### src/rtl/cbct_pkg.sv
// Package for the client byte counter table.
// Holds the operation and status codes and the slot entry type.
// No dependencies.
package cbct_pkg;

  // Operation codes carried on in_kind.
  localparam logic [1:0] KIND_ADD    = 2'd0;
  localparam logic [1:0] KIND_UPDATE = 2'd1;
  localparam logic [1:0] KIND_REMOVE = 2'd2;
  localparam logic [1:0] KIND_CLEAR  = 2'd3;

  // Result status codes carried on out_status.
  localparam logic [1:0] ST_OK        = 2'd0;
  localparam logic [1:0] ST_NOT_FOUND = 2'd1;
  localparam logic [1:0] ST_FULL      = 2'd2;
  localparam logic [1:0] ST_INVALID   = 2'd3;

  // Reset value of the client limit register.
  localparam logic [4:0] MAX_CLIENTS_RST = 5'd16;

  typedef logic [30:0] id_t;
  typedef logic [31:0] bytes_t;

  // One slot of the table as stored in memory.
  typedef struct packed {
    id_t    owner;
    bytes_t tx;
    bytes_t rx;
  } slot_entry_t;

endpackage

### src/rtl/client_byte_counter_table.sv
// Client byte counter table: clear, a zero id and an add that finds the count at its limit are answered
// straight from idle; every other operation runs a slot scan that reads one memory entry per cycle over
// the first min(max_clients,SLOTS) slots until a match, then an EXEC step that updates the matched slot.
// One operation at a time; busy falls as the result word is shown, so the next start is taken then.
// Reset empties the table at once through per-slot valid bits (no clearing pass), zeroes the
// client count and sets max_clients to 16. The receiver cannot stall the result strobe.
module client_byte_counter_table
  import cbct_pkg::*;
#(
  parameter int SLOTS = 16
) (
  input  logic         clk,
  input  logic         rst_n,
  // Operation channel.
  input  logic         start,
  output logic         busy,
  input  logic [1:0]   in_kind,
  input  logic [30:0]  in_client_id,
  input  logic [31:0]  in_tx_add,
  input  logic [31:0]  in_rx_add,
  // Result channel.
  output logic         out_valid,
  output logic [1:0]   out_status,
  output logic [3:0]   out_slot_index,
  output logic [31:0]  out_tx_total,
  output logic [31:0]  out_rx_total,
  output logic [4:0]   out_clients_active,
  // Configuration channel.
  input  logic         cfg_valid,
  output logic         cfg_ready,
  input  logic [4:0]   cfg_data
);

  localparam int AW = (SLOTS > 1) ? $clog2(SLOTS) : 1;
  localparam int CW = $clog2(SLOTS + 1);
  localparam int LW = (CW > 5) ? CW : 5;

  localparam logic [1:0] S_IDLE = 2'd0;
  localparam logic [1:0] S_SCAN = 2'd1;
  localparam logic [1:0] S_EXEC = 2'd2;

  // Storage.
  slot_entry_t          mem [SLOTS];
  slot_entry_t          rd_data_r;
  logic                 vld_q_r;
  logic [SLOTS-1:0]     vld_r, vld_nxt;

  // Control and captured operands.
  logic [1:0]           state_r, state_nxt;
  logic [1:0]           kind_r, kind_nxt;
  id_t                  id_r, id_nxt;
  bytes_t               txa_r, txa_nxt;
  bytes_t               rxa_r, rxa_nxt;
  logic [LW-1:0]        iss_cnt_r, iss_cnt_nxt;
  logic                 pend_r, pend_nxt;
  logic [AW-1:0]        pend_addr_r, pend_addr_nxt;
  logic [AW-1:0]        hit_addr_r, hit_addr_nxt;
  slot_entry_t          ent_r, ent_nxt;
  logic [4:0]           cnt_r, cnt_nxt;
  logic [4:0]           max_clients_r;

  // Result registers.
  logic                 out_valid_r, out_valid_nxt;
  logic [1:0]           out_status_r, out_status_nxt;
  logic [3:0]           out_slot_r, out_slot_nxt;
  bytes_t               out_tx_r, out_tx_nxt;
  bytes_t               out_rx_r, out_rx_nxt;
  logic [4:0]           out_cnt_r, out_cnt_nxt;

  // Memory port controls.
  logic                 rd_en;
  logic [AW-1:0]        rd_addr;
  logic                 mem_we;
  slot_entry_t          mem_wdata;

  // Scan helpers.
  logic [LW-1:0]        lim;
  logic [LW-1:0]        max_ext;
  id_t                  target;
  slot_entry_t          rd_eff;
  logic                 hit;
  logic                 accept;
  logic [31:0]          hit_idx32;

  assign busy      = (state_r != S_IDLE);
  assign accept    = start && !busy;
  assign cfg_ready = 1'b1;

  // Slots searched are the first min(max_clients, SLOTS).
  assign max_ext = LW'(max_clients_r);
  assign lim     = (max_ext < LW'(SLOTS)) ? max_ext : LW'(SLOTS);

  // A slot whose valid bit is clear reads as free with zero counters.
  assign rd_eff    = vld_q_r ? rd_data_r : '0;
  assign target    = (kind_r == KIND_ADD) ? '0 : id_r;
  assign hit       = (state_r == S_SCAN) && pend_r && (rd_eff.owner == target);
  assign rd_addr   = iss_cnt_r[AW-1:0];
  assign rd_en     = (state_r == S_SCAN) && (iss_cnt_r < lim) && !hit;
  assign hit_idx32 = 32'(hit_addr_r);

  // Next-state and result logic. The write-back in EXEC lands as busy
  // falls, so the next scan never reads a stale entry.
  always_comb begin
    state_nxt      = state_r;
    kind_nxt       = kind_r;
    id_nxt         = id_r;
    txa_nxt        = txa_r;
    rxa_nxt        = rxa_r;
    iss_cnt_nxt    = iss_cnt_r;
    pend_nxt       = 1'b0;
    pend_addr_nxt  = pend_addr_r;
    hit_addr_nxt   = hit_addr_r;
    ent_nxt        = ent_r;
    cnt_nxt        = cnt_r;
    vld_nxt        = vld_r;
    out_valid_nxt  = 1'b0;
    out_status_nxt = out_status_r;
    out_slot_nxt   = out_slot_r;
    out_tx_nxt     = out_tx_r;
    out_rx_nxt     = out_rx_r;
    out_cnt_nxt    = out_cnt_r;
    mem_we         = 1'b0;
    mem_wdata      = ent_r;

    case (state_r)
      S_IDLE: begin
        if (accept) begin
          kind_nxt       = in_kind;
          id_nxt         = in_client_id;
          txa_nxt        = in_tx_add;
          rxa_nxt        = in_rx_add;
          iss_cnt_nxt    = '0;
          out_slot_nxt   = '0;
          out_tx_nxt     = '0;
          out_rx_nxt     = '0;
          out_cnt_nxt    = cnt_r;
          if (in_kind == KIND_CLEAR) begin
            vld_nxt        = '0;
            cnt_nxt        = '0;
            out_cnt_nxt    = '0;
            out_status_nxt = ST_OK;
            out_valid_nxt  = 1'b1;
          end else if (in_client_id == '0) begin
            out_status_nxt = ST_INVALID;
            out_valid_nxt  = 1'b1;
          end else if ((in_kind == KIND_ADD) && (cnt_r >= max_clients_r)) begin
            out_status_nxt = ST_FULL;
            out_valid_nxt  = 1'b1;
          end else begin
            state_nxt = S_SCAN;
          end
        end
      end

      S_SCAN: begin
        // Issue one read per cycle and compare the entry that came back.
        if (rd_en) begin
          iss_cnt_nxt   = iss_cnt_r + LW'(1);
          pend_nxt      = 1'b1;
          pend_addr_nxt = rd_addr;
        end
        if (hit) begin
          hit_addr_nxt = pend_addr_r;
          ent_nxt      = rd_eff;
          state_nxt    = S_EXEC;
        end else if (iss_cnt_r >= lim) begin
          state_nxt      = S_IDLE;
          out_valid_nxt  = 1'b1;
          out_status_nxt = (kind_r == KIND_ADD) ? ST_FULL : ST_NOT_FOUND;
          out_slot_nxt   = '0;
          out_tx_nxt     = '0;
          out_rx_nxt     = '0;
          out_cnt_nxt    = cnt_r;
        end
      end

      S_EXEC: begin
        // Modify the matched slot and write it back; a remove only clears its valid bit.
        state_nxt      = S_IDLE;
        out_valid_nxt  = 1'b1;
        out_status_nxt = ST_OK;
        out_slot_nxt   = hit_idx32[3:0];
        case (kind_r)
          KIND_ADD: begin
            mem_we               = 1'b1;
            mem_wdata.owner      = id_r;
            mem_wdata.tx         = '0;
            mem_wdata.rx         = '0;
            vld_nxt[hit_addr_r]  = 1'b1;
            cnt_nxt              = cnt_r + 5'd1;
          end
          KIND_UPDATE: begin
            mem_we       = 1'b1;
            mem_wdata.tx = ent_r.tx + txa_r;
            mem_wdata.rx = ent_r.rx + rxa_r;
          end
          default: begin
            mem_wdata.tx        = '0;
            mem_wdata.rx        = '0;
            vld_nxt[hit_addr_r] = 1'b0;
            if (cnt_r != '0) begin
              cnt_nxt = cnt_r - 5'd1;
            end
          end
        endcase
        out_tx_nxt  = mem_wdata.tx;
        out_rx_nxt  = mem_wdata.rx;
        out_cnt_nxt = cnt_nxt;
      end

      default: begin
        state_nxt = S_IDLE;
      end
    endcase
  end

  // Slot memory with registered read.
  always_ff @(posedge clk) begin
    if (mem_we) begin
      mem[hit_addr_r] <= mem_wdata;
    end
    if (rd_en) begin
      rd_data_r <= mem[rd_addr];
      vld_q_r   <= vld_r[rd_addr];
    end
  end

  // Control state.
  always_ff @(posedge clk) begin
    if (!rst_n) begin
      state_r       <= S_IDLE;
      pend_r        <= 1'b0;
      vld_r         <= '0;
      cnt_r         <= '0;
      out_valid_r   <= 1'b0;
      max_clients_r <= MAX_CLIENTS_RST;
    end else begin
      state_r     <= state_nxt;
      pend_r      <= pend_nxt;
      vld_r       <= vld_nxt;
      cnt_r       <= cnt_nxt;
      out_valid_r <= out_valid_nxt;
      if (cfg_valid && cfg_ready) begin
        max_clients_r <= cfg_data;
      end
    end
  end

  // Operands, scan position and result word.
  always_ff @(posedge clk) begin
    kind_r       <= kind_nxt;
    id_r         <= id_nxt;
    txa_r        <= txa_nxt;
    rxa_r        <= rxa_nxt;
    iss_cnt_r    <= iss_cnt_nxt;
    pend_addr_r  <= pend_addr_nxt;
    hit_addr_r   <= hit_addr_nxt;
    ent_r        <= ent_nxt;
    out_status_r <= out_status_nxt;
    out_slot_r   <= out_slot_nxt;
    out_tx_r     <= out_tx_nxt;
    out_rx_r     <= out_rx_nxt;
    out_cnt_r    <= out_cnt_nxt;
  end

  assign out_valid          = out_valid_r;
  assign out_status         = out_status_r;
  assign out_slot_index     = out_slot_r;
  assign out_tx_total       = out_tx_r;
  assign out_rx_total       = out_rx_r;
  assign out_clients_active = out_cnt_r;

`ifndef SYNTHESIS
  // A match in the scan always leads to the write-back cycle.
  assert property (@(posedge clk) disable iff (!rst_n)
    hit |=> (state_r == S_EXEC))
    else $error("scan hit did not reach write-back");

  // The write-back cycle always produces exactly one result and frees the block.
  assert property (@(posedge clk) disable iff (!rst_n)
    (state_r == S_EXEC) |=> (out_valid && (state_r == S_IDLE)))
    else $error("write-back did not deliver a result");

  // A successful add raises the client count by one.
  assert property (@(posedge clk) disable iff (!rst_n)
    (state_r == S_EXEC && kind_r == KIND_ADD) |=>
      (out_clients_active == 5'($past(cnt_r) + 5'd1)))
    else $error("add did not raise the client count");

  // The client count shown with a result never exceeds the number of slots.
  assert property (@(posedge clk) disable iff (!rst_n)
    out_valid |-> (int'(out_clients_active) <= SLOTS))
    else $error("client count above the number of slots");
`endif

endmodule
### config.mk
export PLATFORM = sky130hd
export DESIGN_NAME = client_byte_counter_table
export DESIGN_NICKNAME = d
export VERILOG_FILES = /design/src/rtl/cbct_pkg.sv /design/src/rtl/client_byte_counter_table.sv
export SDC_FILE = /design/constraint.sdc
export NUM_CORES = 2
export LEC_CHECK = 0
export ABC_CLOCK_PERIOD_IN_PS = 11800
export BUFFER_PORTS_ARGS = -buffer_cell sky130_fd_sc_hd__buf_2
export CAP_MARGIN = 20
export CORE_AREA = 5 5 357 359
export CTS_CLUSTER_DIAMETER = 60
export DETAILED_ROUTE_END_ITERATION = 10
export DIE_AREA = 0 0 362 364
export PLACE_DENSITY_LB_ADDON = 0.08
export SETUP_SLACK_MARGIN = 0.2
export SLEW_MARGIN = 10
export SYNTH_ARGS = -nofsm -noshare
export SYNTH_HDL_FRONTEND = slang
export SYNTH_SLANG_ARGS = --single-unit
### constraint.sdc
create_clock -name clk -period 11.8 [get_ports clk]
set_clock_uncertainty 0.05 [all_clocks]
set_input_delay 2.36 -clock clk [delete_from_list [all_inputs] [get_ports clk]]
set_output_delay 2.36 -clock clk [all_outputs]
set_load 0.01 [all_outputs]
Word level (Yosys, flattened, before mapping)
Memory sizes are Yosys's and may differ from the RTL's. A register that Yosys moved wholly into a read port is not among the register bits. Index checks and enable logic that the tools add are counted.

RAM bits: 1520. Bits in registers: 311. Logic and storage cells: 144. Memories kept: 1. Input bits: 106. Output and inout bits: 78.

Memory list: mem (depth 16, bits a word 95, read ports 1, clocked after memory_dff 1, write ports 1, RTL line client_byte_counter_table.sv:43) `slot_entry_t mem [SLOTS];`.

Reduce and logical (&&, ||, !) cells: 29. $add $sub $neg: 5. Equality and inequality tests: 16. Multiplexer cells: 61. Magnitude comparators: 7. Bitwise logic cells: 3.

Operator list (count): 32-bit case mux with 3 select lines (2); 95-bit two-way mux (2); 32-bit two-way mux (3); 32-bit adder (2); 64-bit two-way mux (1); 16-bit case mux with 2 select lines (2); 31-bit two-way mux (2); 5-bit two-way mux (8); 16-bit two-way mux (2); 31-bit == test (1); 31-bit logical NOT (1); 5-bit case mux with 2 select lines (3); 2-bit two-way mux (13); 16-bit bitwise AND (1); 2-bit inequality test, second input constant (8); 16-bit inverter (1); 16-bit OR (1); 5-bit case mux with 3 select lines (1); 1-bit two-way mux (13); 4-bit two-way mux (3); 4-bit case mux with 3 select lines (1); 5-bit by 1-bit adder with 5-bit output, second input constant (2); 5-bit greater-or-equal comparator (2); 4-bit by 5-bit less-than comparator with 1-bit output, second input constant (2); 25 further kinds (44).

Logic depth before layout (Yosys ltp)
Depth in word-level cells: 8. Gate-level depth with buffers: 13. Depth with buffers taken out: 11.

Worst setup path after synthesis
No wires, ideal clock.

Path type: reg2reg. From: register rd_data_r[65] (netlist name). To: register iss_cnt_r[0] (enable). Library setup time: 0.274 ns. Data required time: 11.476 ns. Arrival: 8.718 ns. Path slack: 2.758 ns. Cell stages (with the launch flop): 9. Path through: edfxtp_1 or4_1 a21oi_1 a21oi_1 o41ai_2 o2111ai_1 nor4_4 nor3b_2 o21a_1.

Longest elaborated chain between the ends: 7.

Ends and longest elaborated chain: 95-bit two-way mux (RTL line client_byte_counter_table.sv:94) `assign rd_eff = vld_q_r ? rd_data_r : '0;`; 31-bit == test (RTL line client_byte_counter_table.sv:96) `assign hit = (state_r == S_SCAN) && pend_r && (rd_eff.owner == target);`; 1-bit logical AND (RTL line client_byte_counter_table.sv:96); 1-bit logical NOT (RTL line client_byte_counter_table.sv:98) `assign rd_en = (state_r == S_SCAN) && (iss_cnt_r < lim) && !hit;`; 1-bit logical AND (RTL line client_byte_counter_table.sv:98); named net rd_en (RTL line client_byte_counter_table.sv:71) `logic rd_en;`; 2-bit inequality test (no source line); 3-bit AND reduction (no source line); end signal, assigned (RTL line client_byte_counter_table.sv:255) `iss_cnt_r <= iss_cnt_nxt;`; end, declared (RTL line client_byte_counter_table.sv:54) `logic [LW-1:0] iss_cnt_r, iss_cnt_nxt;`.

The timed path passes the listed nets, and every way through them passes these cells. A chain may end at the register's enable or synchronous reset.

Worst setup path after layout
From: register iss_cnt_r[0]. To: register rd_data_r[70] (netlist name).

Longest elaborated chain between the ends: 3.

Ends and longest elaborated chain (RTL line): 5-bit less-than comparator (client_byte_counter_table.sv:98); 1-bit logical AND (2 in a row) (client_byte_counter_table.sv:98).

Several ways; a longest one is shown, not always the timed one.

==> impl_metrics.py <==
metrics = {
    "worst_setup_path": {
        "reg2reg_from": "iss_cnt_r[0]",
        "critPathLaunchType": "flop",
        "cp_cell_sequence": "buf_12, buf_4, buf_4, buf_12, mux4_2, mux4_2",
        "cp_max_fo": 112,
        "path_class": "flop to flop",
        "reg2reg_depth": 6,
        "slowest_stage": "buf_4",
        "arrival_ns": 5.71,
        "reg2reg_slack_ns": 6.58,
        "worstReg2RegEnd": "rd_data_r[70]",
        "worstSetupStartpoint": "iss_cnt_r[0]",
        "setup.worst_path.end": "rd_data_r[70]",
        "worstSetupEndpointType": "flop",
        "worst_ep_required_time_ns": 12.29,
        "slowest_delay_ns": 0.88,
    },
    "clock_network": {
        "insertion_delay_ns": 0.81,
        "cts_buffers": 189,
        "path_clk_slew_ns": 0.06,
        "post_cts_resized": 0,
        "cts_max_level": 4,
        "post-cts-setup-buffers": 0,
        "cts_hold_buf": 0,
        "cts.path.max_buffers": 3,
        "clockRootBuffer": "clkbuf_16",
        "cts_tree": "done",
        "cts.sinks": 1926,
    },
    "sta": {
        "rsz0062_at_grt": "no",
        "max_slew.worst_pin.slew_ns": 1.37,
        "setup_viol": 0,
        "min_period_ns": 5.22,
        "fin_crit_sh_pct": 44.2,
        "tns_ns": 0,
        "relSlewSlack_pct": 8.99,
        "hold_violations": 0,
        "slew_violations": 0,
        "whs_ns": 0.368,
        "fmax_mhz": 192,
    },
    "synthesis": {
        "synth_area_leaders": "edfxtp_1, mux4_2, ha_1, and2_1, dfxtp_1",
        "yosysUniqueCellTypes": 75,
        "syn-cell-area_sq_mm": 0.0762,
        "synthArstFlopShare_pct": 0,
        "ys_ff_latch": 1926,
        "synth-warning-count": 0,
        "syn-num-nets": 3852,
        "synth_top_area_cell": "edfxtp_1",
        "synth-edff-count": 1896,
        "ys_seq_area_share_pct": 75.5,
        "synth_top_area_share_pct": 74.7,
        "synthFlopType": "edfxtp_1",
        "yosysMostFrequentCell": "edfxtp_1",
        "postSynthAreaPerCell_sq_um": 20.8,
        "synthCells": 3665,
        "synth_common_cells": "edfxtp_1, mux4_2, and2_1",
    },
    "power": {
        "cellPowerDensity_mw_per_mm2": 203,
        "ir_drop_mv": 0.260,
        "power.leakage_nw": 27.9,
    },
    "detailed_routing": {
        "wl_um": 178000,
        "num_vias": 38000,
        "ant_nets": 0,
        "drtPass1Iterations": 5,
        "drt_first_iter_violations": 4446,
        "drc": 0,
        "routedWlPerCell_um": 30.9,
        "viasPerCell": 6.62,
    },
    "die": {
        "die_h_um": 364,
        "num_rows": 129,
        "die_x_um": 362,
        "ios": 184,
        "initial_core_util_pct": 61.7,
        "die_area_sq_mm": 0.132,
        "core_sq_mm": 0.123,
    },
    "global_routing": {
        "grt.overflow.total": 0,
        "grt_max_degree": 151,
        "track_usage_pct": 27.4,
        "grt_pass1_vias": 39100,
        "grt_pass1_wl_um": 262000,
        "grt_antenna_before_repair": 2,
    },
    "cells_and_area": {
        "n_antenna_cell": 0,
        "fillers": 7582,
        "drive_above_1_share_pct": 26.4,
        "fin_nets": 4139,
        "area_growth_pct": 12.3,
    },
    "min_path": {
        "hp-class": "flop to flop",
    },
    "outcome": {
        "outcome": "finished clean",
    },
    "place": {
        "port_buffers": 182,
        "hpwl_um": 96400,
        "place_congestion": 0.882,
    },
    "flow_run": {
        "cap_viol_max_count": 0,
    },
}
-- flip-flops by register name (all words and copies together), names as in the netlist, 5 cells and up --
| name | flops |
|---|---|
| out_rx_total | 32 |
| vld_r | 16 |
| mem | 1520 |
| iss_cnt_r | 5 |
| out_clients_active | 5 |
| max_clients_r | 5 |
| txa_r | 32 |
| id_r | 31 |
| rxa_r | 32 |
| ent_r | 95 |
| cnt_r | 5 |
| rd_data_r | 95 |
| out_tx_total | 32 |
-- worst min path at each step --
stage	cells past startpoint	slack, ns	to	startpoint
6_report	0	0.37	hit_addr_r[1]	pend_addr_r[1]
5_1_grt	0	0.37	hit_addr_r[1]	pend_addr_r[1]
2_1_floorplan	0	0.35	hit_addr_r[0]	pend_addr_r[0]
3_5_place_dp	0	0.36	hit_addr_r[1]	pend_addr_r[1]
4_1_cts	0	0.37	hit_addr_r[1]	pend_addr_r[1]
3_3_place_gp	0	0.36	hit_addr_r[3]	pend_addr_r[3]
-- power breakdown --
group | total [W] | internal, W | switching [W]
sequential | 0.00801 | 0.00786 | 0.000156
clock | 0.00598 | 0.00351 | 0.00246
combinational | 0.00336 | 0.00168 | 0.00168
-- area by class of cell --
class | count | area, sq um | share of cell area (%)
well taps | 1637 | 2050 | 2.39
multi-input cells | 1506 | 18000 | 21.0
flip-flops and latches | 1926 | 57500 | 67.2
repair buffers | 264 | 1580 | 1.85
clock buffers | 240 | 5140 | 6.01
inverters | 65 | 248 | 0.290
clock inverters | 106 | 1060 | 1.24
-- through the flow --
step	power (W)	setup WS, ns	utilization, %	cells	cell area, sq um
after global routing	0.0180	6.01	69.3	5744	85600
after CTS	0.0175	6.45	69.3	5739	85500
final	0.0173	6.58	69.3	5744	85600
after floorplan	0.0106	2.76	-	3665	76200
after global placement	0.0115	6.37	64.2	5392	79300
after detailed placement	0.0115	6.47	64.2	5393	79300
-- cell usage in the layout (no fill, tap or decap), drive strengths merged, types with 25 or more instances in the layout --
| master | netlist | final |
|---|---|---|
| nand3 | 32 | 32 |
| clkbuf | 119 | 241 |
| nand2b | 25 | 25 |
| and2 | 142 | 142 |
| buf | 49 | 263 |
| nand2 | 80 | 80 |
| mux4 | 480 | 480 |
| dfxtp | 30 | 30 |
| nor2 | 104 | 104 |
| o21ai | 56 | 56 |
| xnor2 | 27 | 27 |
| a21o | 68 | 68 |
| inv | 65 | 72 |
| xor2 | 30 | 30 |
| ha | 79 | 79 |
| a21oi | 83 | 83 |
| clkinv | 0 | 72 |
| edfxtp | 1896 | 1896 |
| mux2 | 32 | 32 |
-- kinds of logic after synthesis --
| logic type | after synthesis | synth area share (%) |
|---|---|---|
| simple gates | 482 | 3.32 |
| compound gates | 366 | 3.26 |
| flops | 1926 | 75.5 |
| fa+ha+maj | 81 | 1.35 |
| xor+xnor | 57 | 0.655 |
| other cells | 1 | 0.00492 |
| mux | 519 | 14.8 |
| buf+inv | 233 | 1.16 |
-- metal layers --
metal | global-route usage, % | wire length (um) | vias to the layer above
li1 | - | - | 15800
met1 | 39.5 | 71000 | 20200
met2 | 45.1 | 89100 | 1739
met3 | 4.40 | 13900 | 272
met4 | 6.86 | 3730 | 0
met5 | 0 | 0 | -
-- critical path, delay by kind of cell, from the launching register on --
kind,cells,cell delay [ns]
flip-flops,1,0.38
multiplexers,2,1.10
buffers and inverters,4,2.93
(Power assumes the default switching activity.)
